### config.mk
export PLATFORM = sky130hd
export DESIGN_NAME = lattice_dirac_stencil_triplets
export DESIGN_NICKNAME = d
export VERILOG_FILES = /design/src/design/ldst_pkg.sv /design/src/design/ldst_front.sv /design/src/design/ldst_queue.sv /design/src/design/ldst_back.sv /design/src/design/lattice_dirac_stencil_triplets.sv
export SDC_FILE = /design/constraint.sdc
export NUM_CORES = 1
export LEC_CHECK = 0
export BUFFER_PORTS_ARGS = -buffer_cell sky130_fd_sc_hd__buf_2
export CAP_MARGIN = 20
export CORE_ASPECT_RATIO = 0.75
export CORE_MARGIN = 2
export CORE_UTILIZATION = 55
export CTS_BUF_LIST = sky130_fd_sc_hd__clkbuf_16
export CTS_CLUSTER_SIZE = 25
export DETAILED_ROUTE_END_ITERATION = 10
export PLACE_DENSITY = 0.77
export SYNTH_ARGS = -nofsm -noshare
export SYNTH_HDL_FRONTEND = slang
export SYNTH_HIERARCHICAL = 1
export SYNTH_SLANG_ARGS = --single-unit
### constraint.sdc
create_clock -name clk -period 4.8 [get_ports clk]
set_input_delay 0.72 -clock clk [delete_from_list [all_inputs] [get_ports clk]]
set_output_delay 0.72 -clock clk [all_outputs]
set_load 0.005 [all_outputs]
### src/design/ldst_pkg.sv
// Shared types and constants of the lattice stencil triplet assembler.
`timescale 1ns / 1ps

package ldst_pkg;

  localparam int MAX_COLS_DEF = 64;
  localparam int MAX_ROWS_DEF = 64;

  localparam int COORD_W   = 6;
  localparam int EXT_W     = 7;
  localparam int SITE_W    = 12;
  localparam int MAT_W     = 13;
  localparam int IDX_W     = 16;
  localparam int CNT_W     = 17;
  localparam int VAL_W     = 4;
  localparam int IN_W      = 24;
  localparam int OUT_W     = 56;
  localparam int CFG_IDX_W = 2;

  localparam int QUEUE_DEPTH = 2;
  localparam int QPTR_W      = 1;

  localparam logic [CFG_IDX_W-1:0] REG_COLS = 2'd0;
  localparam logic [CFG_IDX_W-1:0] REG_ROWS = 2'd1;

  localparam logic [EXT_W-1:0] COLS_RESET = 7'd8;
  localparam logic [EXT_W-1:0] ROWS_RESET = 7'd8;

  // One classified site pair: which block entries are nonzero and their values.
  typedef struct packed {
    logic [3:0]              mask;
    logic signed [VAL_W-1:0] re_diag;
    logic signed [VAL_W-1:0] re_off;
    logic signed [VAL_W-1:0] im_off;
    logic [SITE_W-1:0]       src_site;
    logic [SITE_W-1:0]       dst_site;
  } item_t;

endpackage

### src/design/ldst_front.sv
// Front end: accepts site pairs, finds neighbor hops and builds the 2x2 block.
`timescale 1ns / 1ps

module ldst_front (
  input  logic                              clk,
  input  logic                              rst,
  input  logic [ldst_pkg::EXT_W-1:0]        cols,
  input  logic [ldst_pkg::EXT_W-1:0]        rows,
  input  logic                              in_valid,
  output logic                              in_ready,
  input  logic [ldst_pkg::COORD_W-1:0]      src_col,
  input  logic [ldst_pkg::COORD_W-1:0]      src_row,
  input  logic [ldst_pkg::COORD_W-1:0]      dst_col,
  input  logic [ldst_pkg::COORD_W-1:0]      dst_row,
  output logic                              push,
  output ldst_pkg::item_t                   push_item,
  input  logic                              queue_full
);

  logic            held;
  ldst_pkg::item_t item;
  ldst_pkg::item_t item_next;
  logic            keep_next;

  logic [ldst_pkg::EXT_W-1:0] sc, sr, dc, dr;
  logic [ldst_pkg::EXT_W-1:0] sc_p1, sr_p1, colp, colm, rowp, rowm;
  logic                       in_range, last_col, first_col;
  logic                       cp, cm, rp, rm;
  logic signed [ldst_pkg::VAL_W-1:0] hc, hr, t_rp, t_rm;
  logic [ldst_pkg::MAT_W-1:0] nsrc, ndst;

  always_comb begin
    sc = {1'b0, src_col};
    sr = {1'b0, src_row};
    dc = {1'b0, dst_col};
    dr = {1'b0, dst_row};
    in_range = (sc < cols) && (sr < rows) && (dc < cols) && (dr < rows);
    sc_p1 = sc + 7'd1;
    sr_p1 = sr + 7'd1;
    last_col  = (sc_p1 == cols);
    first_col = (sc == '0);
    colp = last_col ? '0 : sc_p1;
    colm = first_col ? cols - 7'd1 : sc - 7'd1;
    rowp = (sr_p1 == rows) ? '0 : sr_p1;
    rowm = (sr == '0) ? rows - 7'd1 : sr - 7'd1;

    cp = (dr == sr) && (dc == colp);
    cm = (dr == sr) && (dc == colm);
    rp = (dc == sc) && (dr == rowp);
    rm = (dc == sc) && (dr == rowm);

    // antiperiodic in the column direction: flip the sign on a boundary hop
    hc   = cp ? (last_col ? -4'sd1 : 4'sd1) : 4'sd0;
    hr   = cm ? (first_col ? -4'sd1 : 4'sd1) : 4'sd0;
    t_rp = rp ? 4'sd1 : 4'sd0;
    t_rm = rm ? 4'sd1 : 4'sd0;

    nsrc = ldst_pkg::MAT_W'(src_row) * ldst_pkg::MAT_W'(cols)
         + ldst_pkg::MAT_W'(src_col);
    ndst = ldst_pkg::MAT_W'(dst_row) * ldst_pkg::MAT_W'(cols)
         + ldst_pkg::MAT_W'(dst_col);

    item_next.re_diag  = -hc - hr - t_rp - t_rm;
    item_next.re_off   = -hc + hr;
    item_next.im_off   = t_rp - t_rm;
    item_next.src_site = nsrc[ldst_pkg::SITE_W-1:0];
    item_next.dst_site = ndst[ldst_pkg::SITE_W-1:0];
    item_next.mask[0]  = (item_next.re_diag != 4'sd0);
    item_next.mask[1]  = (item_next.re_off != 4'sd0) || (item_next.im_off != 4'sd0);
    item_next.mask[2]  = item_next.mask[1];
    item_next.mask[3]  = item_next.mask[0];
    keep_next = in_range && (item_next.mask != 4'b0000);
  end

  assign push      = held && !queue_full;
  assign push_item = item;
  assign in_ready  = !held || !queue_full;

  always_ff @(posedge clk) begin
    if (rst) begin
      held <= 1'b0;
    end else if (in_valid && in_ready) begin
      held <= keep_next;
    end else if (push) begin
      held <= 1'b0;
    end
  end

  always_ff @(posedge clk) begin
    if (in_valid && in_ready) begin
      item <= item_next;
    end
  end

endmodule

### src/design/ldst_queue.sv
// Short queue between front and back ends.
`timescale 1ns / 1ps

module ldst_queue (
  input  logic            clk,
  input  logic            rst,
  input  logic            push,
  input  ldst_pkg::item_t push_item,
  output logic            full,
  input  logic            pop,
  output logic            empty,
  output ldst_pkg::item_t head
);

  ldst_pkg::item_t              slots [ldst_pkg::QUEUE_DEPTH];
  logic [ldst_pkg::QPTR_W-1:0]  wr_ptr;
  logic [ldst_pkg::QPTR_W-1:0]  rd_ptr;
  logic [ldst_pkg::QPTR_W:0]    count;

  assign full  = (count == (ldst_pkg::QPTR_W+1)'(ldst_pkg::QUEUE_DEPTH));
  assign empty = (count == '0);
  assign head  = slots[rd_ptr];

  always_ff @(posedge clk) begin
    if (rst) begin
      wr_ptr <= '0;
      rd_ptr <= '0;
      count  <= '0;
    end else begin
      if (push) begin
        wr_ptr <= wr_ptr + 1'b1;
      end
      if (pop) begin
        rd_ptr <= rd_ptr + 1'b1;
      end
      if (push && !pop) begin
        count <= count + 1'b1;
      end else if (pop && !push) begin
        count <= count - 1'b1;
      end
    end
  end

  always_ff @(posedge clk) begin
    if (push) begin
      slots[wr_ptr] <= push_item;
    end
  end

endmodule

### src/design/ldst_back.sv
// Back end: walks the nonzero block entries and emits one triplet per cycle while out_ready is high.
`timescale 1ns / 1ps

module ldst_back (
  input  logic                                clk,
  input  logic                                rst,
  input  logic                                empty,
  input  ldst_pkg::item_t                     head,
  output logic                                pop,
  output logic                                out_valid,
  input  logic                                out_ready,
  output logic [ldst_pkg::IDX_W-1:0]          entry_index,
  output logic [ldst_pkg::MAT_W-1:0]          matrix_row,
  output logic [ldst_pkg::MAT_W-1:0]          matrix_col,
  output logic signed [ldst_pkg::VAL_W-1:0]   real_halves,
  output logic signed [ldst_pkg::VAL_W-1:0]   imag_halves,
  output logic                                last_of_run
);

  logic [3:0]                 done;
  logic [3:0]                 remain;
  logic [3:0]                 sel;
  logic [1:0]                 k;
  logic                       last;
  logic                       load;
  logic [ldst_pkg::CNT_W-1:0] entry_count;
  logic signed [ldst_pkg::VAL_W-1:0] re_sel, im_sel;

  always_comb begin
    remain = head.mask & ~done;
    if (remain[0]) begin
      sel = 4'b0001;
      k   = 2'd0;
    end else if (remain[1]) begin
      sel = 4'b0010;
      k   = 2'd1;
    end else if (remain[2]) begin
      sel = 4'b0100;
      k   = 2'd2;
    end else begin
      sel = 4'b1000;
      k   = 2'd3;
    end
    last = ((remain & ~sel) == 4'b0000);
    case (k)
      2'd1: begin
        re_sel = head.re_off;
        im_sel = head.im_off;
      end
      2'd2: begin
        re_sel = head.re_off;
        im_sel = -head.im_off;
      end
      default: begin
        re_sel = head.re_diag;
        im_sel = 4'sd0;
      end
    endcase
  end

  assign load = !empty && (!out_valid || out_ready);
  assign pop  = load && last;

  always_ff @(posedge clk) begin
    if (rst) begin
      done        <= '0;
      out_valid   <= 1'b0;
      entry_count <= '0;
    end else begin
      if (load) begin
        done        <= last ? 4'b0000 : (done | sel);
        entry_count <= entry_count + 1'b1;
      end
      if (load) begin
        out_valid <= 1'b1;
      end else if (out_ready) begin
        out_valid <= 1'b0;
      end
    end
  end

  always_ff @(posedge clk) begin
    if (load) begin
      entry_index <= entry_count[ldst_pkg::IDX_W-1:0];
      matrix_row  <= {head.src_site, k[1]};
      matrix_col  <= {head.dst_site, k[0]};
      real_halves <= re_sel;
      imag_halves <= im_sel;
      last_of_run <= last;
    end
  end

endmodule

### src/design/lattice_dirac_stencil_triplets.sv
// Top level of the 2D Wilson-Dirac stencil triplet assembler.
//
//  channel  | direction | transfer on           | payload
//  s_*      | in        | s_tvalid & s_tready   | tdata: src_col, src_row, dst_col, dst_row
//  m_*      | out       | m_tvalid & m_tready   | tdata: entry, row, col, re, im; tlast
//  cfg_*    | in        | cfg_valid & cfg_ready | cfg_index, cfg_data
//
// A site pair is taken every cycle while the front register can move on; pairs
// with no nonzero entry, or out of extent, leave nothing behind them.
// A pair with n nonzero entries (n is 2 or 4) holds the back end for n triplets,
// one per cycle out of the output register while m_tready is high; a two-entry
// queue between the front and output registers decouples the two halves.
// Reset clears the entry counter, the queue and restores both extents to 8.
`timescale 1ns / 1ps

module lattice_dirac_stencil_triplets #(
  parameter int MAX_COLS = ldst_pkg::MAX_COLS_DEF,
  parameter int MAX_ROWS = ldst_pkg::MAX_ROWS_DEF
) (
  input  logic                               clk,
  input  logic                               rst,
  input  logic                               s_tvalid,
  output logic                               s_tready,
  // src_col [5:0], src_row [11:6], dst_col [17:12], dst_row [23:18]
  input  logic [ldst_pkg::IN_W-1:0]          s_tdata,
  output logic                               m_tvalid,
  input  logic                               m_tready,
  // entry_index [15:0], matrix_row [28:16], matrix_col [41:29],
  // real_halves [45:42], imag_halves [49:46], zero [55:50]
  output logic [ldst_pkg::OUT_W-1:0]         m_tdata,
  output logic                               m_tlast,
  input  logic                               cfg_valid,
  output logic                               cfg_ready,
  input  logic [ldst_pkg::CFG_IDX_W-1:0]     cfg_index,
  input  logic [ldst_pkg::EXT_W-1:0]         cfg_data
);

  logic [ldst_pkg::EXT_W-1:0] lattice_cols;
  logic [ldst_pkg::EXT_W-1:0] lattice_rows;
  logic [ldst_pkg::EXT_W-1:0] cols_eff;
  logic [ldst_pkg::EXT_W-1:0] rows_eff;

  logic            push, queue_full, pop, queue_empty;
  ldst_pkg::item_t push_item, head;

  logic [ldst_pkg::IDX_W-1:0]        entry_index;
  logic [ldst_pkg::MAT_W-1:0]        matrix_row, matrix_col;
  logic signed [ldst_pkg::VAL_W-1:0] real_halves, imag_halves;

  assign cfg_ready = 1'b1;

  always_ff @(posedge clk) begin
    if (rst) begin
      lattice_cols <= ldst_pkg::COLS_RESET;
      lattice_rows <= ldst_pkg::ROWS_RESET;
    end else if (cfg_valid && cfg_ready) begin
      unique case (cfg_index)
        ldst_pkg::REG_COLS: lattice_cols <= cfg_data;
        ldst_pkg::REG_ROWS: lattice_rows <= cfg_data;
        default: ;
      endcase
    end
  end

  // extents above the supported size are used as that size
  assign cols_eff = (32'(lattice_cols) > 32'(MAX_COLS)) ?
                    ldst_pkg::EXT_W'(MAX_COLS) : lattice_cols;
  assign rows_eff = (32'(lattice_rows) > 32'(MAX_ROWS)) ?
                    ldst_pkg::EXT_W'(MAX_ROWS) : lattice_rows;

  ldst_front u_front (
    .clk        (clk),
    .rst        (rst),
    .cols       (cols_eff),
    .rows       (rows_eff),
    .in_valid   (s_tvalid),
    .in_ready   (s_tready),
    .src_col    (s_tdata[5:0]),
    .src_row    (s_tdata[11:6]),
    .dst_col    (s_tdata[17:12]),
    .dst_row    (s_tdata[23:18]),
    .push       (push),
    .push_item  (push_item),
    .queue_full (queue_full)
  );

  ldst_queue u_queue (
    .clk       (clk),
    .rst       (rst),
    .push      (push),
    .push_item (push_item),
    .full      (queue_full),
    .pop       (pop),
    .empty     (queue_empty),
    .head      (head)
  );

  ldst_back u_back (
    .clk         (clk),
    .rst         (rst),
    .empty       (queue_empty),
    .head        (head),
    .pop         (pop),
    .out_valid   (m_tvalid),
    .out_ready   (m_tready),
    .entry_index (entry_index),
    .matrix_row  (matrix_row),
    .matrix_col  (matrix_col),
    .real_halves (real_halves),
    .imag_halves (imag_halves),
    .last_of_run (m_tlast)
  );

  assign m_tdata = {6'b0, imag_halves, real_halves, matrix_col, matrix_row, entry_index};

endmodule

==> results of run 1 <==
[kinds of logic (layout without fill, tap and decap cells)]
kind of cell / count (synthesis) / in the layout / share of synthesized area, %
fa+ha+maj: 150 / 150 / 17.4
xor+xnor: 77 / 77 / 5.46
simple gates: 287 / 287 / 12.6
buf+inv: 171 / 317 / 5.82
flops: 207 / 207 / 45.1
compound gates: 164 / 164 / 8.65
mux: 59 / 59 / 5.01
other cells: 2 / 7 / 0.0583
[worst max-delay path by stage]
stage               startpoint               endpoint  slack (ps)  depth (start not counted)
3_5_place_dp        s_tdata[0]  u_front/push_item[36]        -400                         23
6_report            s_tdata[0]  u_front/push_item[36]         200                         23
3_3_place_gp        s_tdata[0]  u_front/push_item[36]        -290                         22
2_1_floorplan       s_tdata[4]           u_front/held          20                         20
5_1_grt             s_tdata[0]  u_front/push_item[36]         -30                         23
4_1_cts        lattice_cols[6]  u_front/push_item[10]          80                         17
[routing by layer]
metal / GRT usage (%) / wire length (um)
met1: 32.7 / 12600
met2: 34.8 / 12000
met3: 3.65 / 1970
met4: 5.02 / 468
met5: 0 / 0
[cells in the mapped netlist (5+ instances only)]
cell      count
nor2b_1      13
or4_1         7
and2_1       27
a21o_1       13
o21a_1        6
mux2i_1      15
clkbuf_1     24
buf_6         5
inv_1       113
a21oi_1      53
o31ai_1       6
xnor2_1      50
xor2_1       24
ha_1        102
mux2_2       44
nor2_1       41
a31oi_1      11
and3_1        5
edfxtp_1    166
nand3_1      18
fa_1         48
buf_2        14
nand2b_1     24
buf_4        14
nand2_1      78
nand4_1       6
dfxtp_1      41
nor3_1       11
or3_1        10
o21ai_0      26
[worst max-delay path, cell delays in order]
cell,delay (ps)
buf_2,100
inv_1,70
ha_2,200
or4b_4,510
o21ai_2,150
a21boi_2,170
ha_2,200
o311ai_1,110
buf_4,150
xor2_1,180
xnor2_1,140
o2111ai_1,150
inv_1,170
ha_4,220
xnor2_1,120
ha_2,190
a21o_1,150
ha_1,270
nand2_1,80
a2111oi_4,330
o211ai_1,180
nand3_2,160
nand4b_4,100
[area by class of cell]
class	count	share of cell area, %
well taps	300	2.54
inverters	113	2.87
repair buffers	167	7.22
clock inverters	16	0.974
multi-input cells	744	43.5
clock buffers	21	3.56
flip-flops and latches	207	39.3
[stage by stage]
stage               utilization (%)  area [sq um]  hold slack [ps]
floorplan                         -         12900              421
global placement               60.9         14000              423
detailed placement             60.9         14000              431
CTS                            63.8         14700              444
global route                   64.2         14800              455
finish                         64.2         14800              440
[sequential cells by signal, summed over array words and instances, names as in the netlist, 2 cells and up, named ones only]
register	flops
u_queue/slots	80
u_front/push_item	35
u_back/entry_count	16
u_back/entry_index	16
u_back/matrix_col	13
u_back/matrix_row	13
lattice_cols	7
lattice_rows	7
u_back/done	4
u_back/imag_halves	4
u_back/real_halves	4
u_queue/count	2
[where the power goes]
group,leakage [nW],internal (mW),total (mW),switching [mW]
Combinational,3.97,0.245,0.569,0.324
Sequential,1.86,2.01,2.03,0.0243
Clock,0.322,0.911,1.59,0.674
[timing repair]
item                                    in CTS  in global routing
endpoints found under the setup margin       0                  7
gates resized for setup                      0                 14
setup buffers                                0                  2
==> flow_summary.ini, run 1 <==
[timing]
clock.fmax_mhz = 217
finalSetupTns_ps = 0
relSlewSlack_pct = 38.8
final.setup_skew_ps = 7.98
tightest_slew_ps = 919
worst_slack_ps = 202
finalSetupViolCount = 0
fin_crit_sh_pct = 95.8
drv_slew = 0
hold_violations = 0
period_needed_ps = 4600

[finish]
ff_latch_area_sq_um = 5810
fill_cells = 1795
final_nets = 1442
syn_to_final_growth_pct = 14.7
drive_gt1_share_pct = 22.7
diodes = 0
layout_common_cells = edfxtp_1, inv_1, ha_1, buf_2, nand2_1
multi_input_comb_area_sq_um = 6430
final_common_cell = edfxtp_1
post_layout_nonfiller_instances = 1568

[power]
peakVddDrop_mv = 0.182
p_leak_nw = 6.15
power_mw = 4.19
pwr_density_cell_nw_per_um2 = 283

[min_path]
holdPathStages = 0
holdPathEnd = u_queue/slots[1][22]
hold_path_class = reg -> reg
min-delay-start = u_front/push_item[22]

[worst_setup_path]
worstPathMaxFanout = 3
rr_endpoint = u_front/push_item[10]
cp-end-kind = flop
rr_worst_depth = 17
cp.required_ps = 5050
crit_arrival_ps = 4840
start_kind = input port
r2r_start = lattice_cols[6]
critPathKind = in -> reg
ff2ff_setup_slack_ps = 220

[grt]
grt_pass1_wl_um = 44000
grt.overflow.total = 0
antenna_found_initial = 0
grt_usage_pct = 22.2
grt_pass1_vias = 8597
grt_max_degree = 58

[drt]
routed_wl_um = 27100
drt_first_iter_violations = 671
vias_per_cell = 5.59
firstDrtPassIters = 5
num_vias = 8765
drc = 0
routedWlPerCell_um = 17.3
antenna_left = 0

[place]
hpwl_um = 20300
place_inst = 1528
place_ws_ps = -400
gp_congestion = 0.930
io_buffers = 90

[floorplanning]
dieArea_sq_um = 24700
core-area_sq_um = 23000
die_x_um = 181
die_h_um = 137
num_rows = 48
start_util_pct = 56.0
ioPinCount = 98

[synthesis]
synth.cell_area_sq_um = 12900
yosysWarnings = 6
synth_edf_count = 166
yosysSeqAreaShare_pct = 45.1
async_flop_share_pct = 0
synth_top_area_share_pct = 38.7
yosysTopAreaCell = edfxtp_1
netlist_instances = 1117
synth_cell_type_count = 89
ys.flop_type = edfxtp_1
syn_area_per_cell_sq_um = 11.5
ys_seq_elements = 207
synthTopCellsByArea = edfxtp_1, ha_1, fa_1, dfxtp_1, mux2_2

[clocking]
htree_levels = 1
clk_pin_slew_worst_paths_ps = 60
root_buffer = clkbuf_16
clock_latency_ps = 500
clock-sinks = 207
cts_hold_buf = 0
cts_tree = built
clockBufferDepth = 3
cts_buffers = 21

[job]
drv_cap = 0

[status]
status = complete, no violations
(Power assumes the default switching activity.)
==> run 2: changes to the inputs <==
SETUP_SLACK_MARGIN = 0.3   (was not set)
==> run 2 against run 1 <==
Effect of this change:
- first-iteration DRC count is 8.2% higher
- die area unchanged
- combinational power is 8.4% higher
- clock-buffer cell count unchanged
==> flow_summary.ini, run 2 (synthesized netlist as in run 1, its figures left out) <==
[status]
status = complete, no violations

[floorplanning]
die_h_um = 137
dieArea_sq_um = 24700
core-area_sq_um = 23000
die_x_um = 181
start_util_pct = 56.0
ioPinCount = 98
num_rows = 48

[finish]
drive_gt1_share_pct = 24.3
regMostFlops = u_queue/slots
final_common_cell = edfxtp_1
post_layout_nonfiller_instances = 1569
final_nets = 1442
fill_cells = 1693
syn_to_final_growth_pct = 16.1
layout_common_cells = edfxtp_1, inv_1, ha_1, buf_2, nand2_1
diodes = 0
largest_reg_flops = 80

[worst_setup_path]
cp-end-kind = flop
worstPathMaxFanout = 3
cp.required_ps = 5040
cp_slowest_cell = or4b_4
crit_chain = buf_8, inv_4, ha_4, or4b_4, o21ai_2, a21boi_2, ha_2, xor2_1, xnor2_1, nor4_1, o2111ai_2, inv_2, ha_4, xnor2_4, ha_4, a21o_1, ha_1, nand2_2, a2111oi_4, nand4b_1, nand3_2, nand4b_4
critPathKind = in -> reg
rr_endpoint = u_front/push_item[11]
start_kind = input port
r2r_start = lattice_cols[6]
slowest_delay_ps = 500
cp_common_cell = ha_4
rr_worst_depth = 16
ff2ff_setup_slack_ps = 420
crit_arrival_ps = 4700

[power]
combPwrFrac_pct = 15.0
p_switching_mw = 1.03
pwr_density_cell_nw_per_um2 = 275
sequentialPowerShare_pct = 49.5
p_int_mw = 3.07
sw_frac_of_total_pct = 25.1
peakVddDrop_mv = 0.205
power_frac_clock_pct = 35.5
p_leak_nw = 6.21

[min_path]
holdPathEnd = u_queue/slots[1][8]
hold_path_class = reg -> reg
min-delay-start = u_front/push_item[8]
holdPathStages = 0

[timing]
clock.fmax_mhz = 224
rsz0062_at_grt = true
period_needed_ps = 4460
fin_crit_sh_pct = 92.9
relSlewSlack_pct = 27.2
whs_ps = 444
tightest_slew_ps = 1090
finalSetupTns_ps = 0
final.setup_skew_ps = 8.48
finalSetupViolCount = 0
hold_violations = 0
drv_slew = 0

[drt]
drt_first_iter_violations = 726
num_vias = 8789
antenna_left = 0
firstDrtPassIters = 5
vias_per_cell = 5.60
routedWlPerCell_um = 18.1
drc = 0
routed_wl_um = 28500

[grt]
grt.overflow.total = 0
grt_usage_pct = 23.1
grt_pass1_vias = 8565
grt_max_degree = 58
grt_pass1_wl_um = 45300
antenna_found_initial = 0

[clocking]
cts_hold_buf = 0
htree_levels = 1
cts_tree = built
clockBufferDepth = 3
clk_pin_slew_worst_paths_ps = 60
clock_latency_ps = 500
clock-sinks = 207
cts_buffers = 21
root_buffer = clkbuf_16

[place]
place_inst = 1519
hpwl_um = 20800
io_buffers = 90
gp_congestion = 0.949

[job]
drv_cap = 0
[run 2: cell count changes in the layout (fill, tap and decap cells not counted), sizes merged]
cell / change
clkinvlp: -3
clkinv: -1
bufinv: -2
inv: +7
[run 2: how the worst max path moves through the flow]
stage | cells past startpoint | start | to | slack [ps]
after CTS | 17 | lattice_cols[6] | u_front/push_item[10] | 300
after floorplan | 20 | s_tdata[4] | u_front/held | 180
final | 22 | s_tdata[1] | u_front/push_item[36] | 340
after global placement | 20 | s_tdata[0] | u_front/held | -160
after global routing | 21 | s_tdata[6] | u_front/push_item[36] | 120
after detailed placement | 22 | s_tdata[0] | u_front/held | -220
[run 2: repair_timing]
action | CTS | global route
pin swaps | 0 | 16
buffers inserted | 0 | 12
gates resized for setup | 2 | 37
setup endpoints to repair | 5 | 10
[run 2: power by group through the flow]
stage          logic [mW]  clock network, mW  registers [mW]
3_5_place_dp        0.576                  0            2.07
2_1_floorplan       0.418                  0            2.06
3_3_place_gp        0.561                  0            2.07
5_1_grt             0.689               1.55            2.04
4_1_cts             0.585               1.48            2.03
6_report            0.617               1.46            2.03
[run 2: metrics by stage]
| step | setup slack, ps | utilization [%] | cell area (sq um) | total power [mW] |
|---|---|---|---|---|
| final | 340 | 65.0 | 15000 | 4.11 |
| after global routing | 120 | 65.0 | 15000 | 4.28 |
| after CTS | 300 | 63.8 | 14700 | 4.10 |
| after detailed placement | -222 | 61.2 | 14100 | 2.65 |
| after global placement | -157 | 61.2 | 14100 | 2.63 |
| after floorplan | 179 | - | 13100 | 2.48 |
[run 2: cell type report]
class | instances | area, sq um | area share [%]
Sequential cell | 207 | 5810 | 38.9
Timing Repair Buffer | 167 | 1100 | 7.36
Clock buffer | 21 | 526 | 3.51
Inverter | 113 | 429 | 2.87
Tap cell | 300 | 375 | 2.51
Multi-Input combinational cell | 744 | 6630 | 44.3
Clock inverter | 17 | 82.6 | 0.552
[run 2: critical path: cells and delay by family]
family / cells / cell delay, ps
buffers and inverters: 3 / 270
adder cells (fa/ha/maj): 5 / 1050
AND/OR/NAND/NOR: 6 / 1230
AO/OA/AOI/OAI: 5 / 1020
XOR/XNOR: 3 / 410
[run 2: routing by layer]
metal	wire length (um)	global-route usage, %
met1	13500	34.5
met2	12200	35.1
met3	2310	4.52
met4	462	4.93
met5	0	0
==> run 3: changes to the inputs <==
BUFFER_PORTS_ARGS = not set   (was -buffer_cell sky130_fd_sc_hd__buf_2)
DONT_BUFFER_PORTS = 1   (was not set)
PLACE_DENSITY = 0.73   (was 0.77)
==> run 3 against run 2 <==
Effect of this change:
- register-to-register slack worse by 50 ps
- non-clock buffer count down 132
- via count down 6.0%
- fmax up 0.56%
- critical path depth down 1
- first-iteration DRC count down 17%
- sequential cell count unchanged
- hold slack worse by 160 ps
- worst setup slack better by 25 ps
- critical path type unchanged
- largest power group unchanged
==> flow_summary.ini, run 3 (synthesized netlist as in run 1, its figures left out) <==
[power]
power_frac_clock_pct = 37.7
sw_frac_of_total_pct = 23.3
pwr_density_cell_nw_per_um2 = 287
sequentialPowerShare_pct = 49.7
p_int_mw = 3.14
p_leak_nw = 5.63
p_switching_mw = 0.955
peakVddDrop_mv = 0.213
combPwrFrac_pct = 12.6
power_mw = 4.09

[status]
status = complete, no violations

[place]
place_ws_ps = -150
hpwl_um = 19500
gp_congestion = 0.913
io_buffers = 0

[grt]
grt_max_degree = 58
grt_pass1_wl_um = 42400
grt_pass1_vias = 7774
grt_usage_pct = 21.6
antenna_found_initial = 0
grt.overflow.total = 0

[worst_setup_path]
crit_arrival_ps = 4670
start_kind = input port
rr_worst_depth = 15
cp.required_ps = 5040
cp-end-kind = flop
critPathKind = in -> reg
worstPathMaxFanout = 7

[finish]
largest_reg_flops = 80
final_common_cell = edfxtp_1
drive_gt1_share_pct = 16.2
syn_to_final_growth_pct = 10.6
final_core_utilization_pct = 61.9
regMostFlops = u_queue/slots
diodes = 0
final_nets = 1310
layout_common_cells = edfxtp_1, inv_1, ha_1, nand2_1, xnor2_1

[clocking]
clock-sinks = 207
root_buffer = clkbuf_16
cts_buffers = 21
clk_pin_slew_worst_paths_ps = 60
cts_hold_buf = 0
clock_latency_ps = 510
htree_levels = 1
clockBufferDepth = 3
cts_tree = built

[timing]
clock.fmax_mhz = 225
finalSetupViolCount = 0
fin_crit_sh_pct = 92.4
whs_ps = 286
tightest_slew_ps = 986
period_needed_ps = 4430
rsz0062_at_grt = true
final.setup_skew_ps = 14.4
finalSetupTns_ps = 0
hold_violations = 0
relSlewSlack_pct = 34.3
drv_slew = 0
worst_slack_ps = 365

[drt]
num_vias = 8264
antenna_left = 0
drt_first_iter_violations = 602
routed_wl_um = 27100
firstDrtPassIters = 5
routedWlPerCell_um = 18.9
vias_per_cell = 5.75
drc = 0

[floorplanning]
core-area_sq_um = 23000
die_h_um = 137
start_util_pct = 56.0
num_rows = 48
ioPinCount = 98
dieArea_sq_um = 24700
die_x_um = 181

[min_path]
holdPathStages = 1
hold_path_class = in -> reg

[job]
drv_cap = 0
-- run 3: cell types whose count changed in the layout (fill, tap and decap cells not counted), sizes merged --
cell	delta
bufinv	+2
inv	-3
clkinvlp	+1
buf	-132
-- run 3: repair_timing --
item / 4_1_cts / 5_1_grt
setup endpoints to repair: 5 / 9
pin swaps: 0 / 13
buffers inserted: 0 / 9
resized for setup: 4 / 39
-- run 3: layer usage --
| metal | global-route usage, % | routed length [um] | part of all wire (%) | vias to the layer above |
|---|---|---|---|---|
| met5 | 0 | 0 | 0 | - |
| met3 | 4.39 | 2250 | 8.3 | 33 |
| met4 | 4.88 | 521 | 1.9 | 0 |
| met1 | 32.9 | 12900 | 47 | 3995 |
| met2 | 31.7 | 11500 | 42 | 314 |
| li1 | - | - | - | 3922 |
-- run 3: final cells by class --
| cell class | instances | area, sq um |
|---|---|---|
| fill | 1802 | 8760 |
| inverter | 113 | 427 |
| clock inverter | 17 | 128 |
| sequential | 207 | 5810 |
| timing repair buffer | 35 | 320 |
| clock buffer | 21 | 526 |
| multi-input combinational | 744 | 6650 |
| tap | 300 | 375 |
-- run 3: metrics by stage --
stage               cells  cell area (sq um)
floorplan            1122              13100
global placement     1389              13300
detailed placement   1389              13300
CTS                  1427              14000
global route         1437              14200
finish               1437              14200
-- run 3: power by group through the flow --
stage               Sequential (mW)  Clock, mW  Combinational (mW)
floorplan                      2.06          0               0.418
detailed placement             2.07          0               0.477
CTS                            2.03       1.58               0.487
finish                         2.03       1.54               0.516
global route                   2.04       1.66               0.580
global placement               2.07          0               0.466
-- run 3: worst max-delay path, cell delays in order --
cell and delay (ps):
inv_4 50, ha_4 130, or4b_4 510, o21ai_4 150
a21boi_2 190, ha_2 240, xor2_1 190, xnor2_1 100
nor4_2 230, o2111ai_2 210, inv_2 140, ha_4 220
xnor2_2 130, ha_2 180, a21o_1 150, ha_1 280
nand2_2 70, a2111oi_4 360, nand4b_1 170, nand3_2 150
nand4b_4 100
-- run 3: worst paths after layout --
kind	startpoint	slack, ps	to
max reg2reg	lattice_cols[6]	370	u_front/push_item[23]
min reg2reg	u_front/push_item[2]	440	u_queue/slots[0][2]
max	s_tdata[0]	370	u_front/push_item[36]
min	rst	290	u_back/entry_count[5]
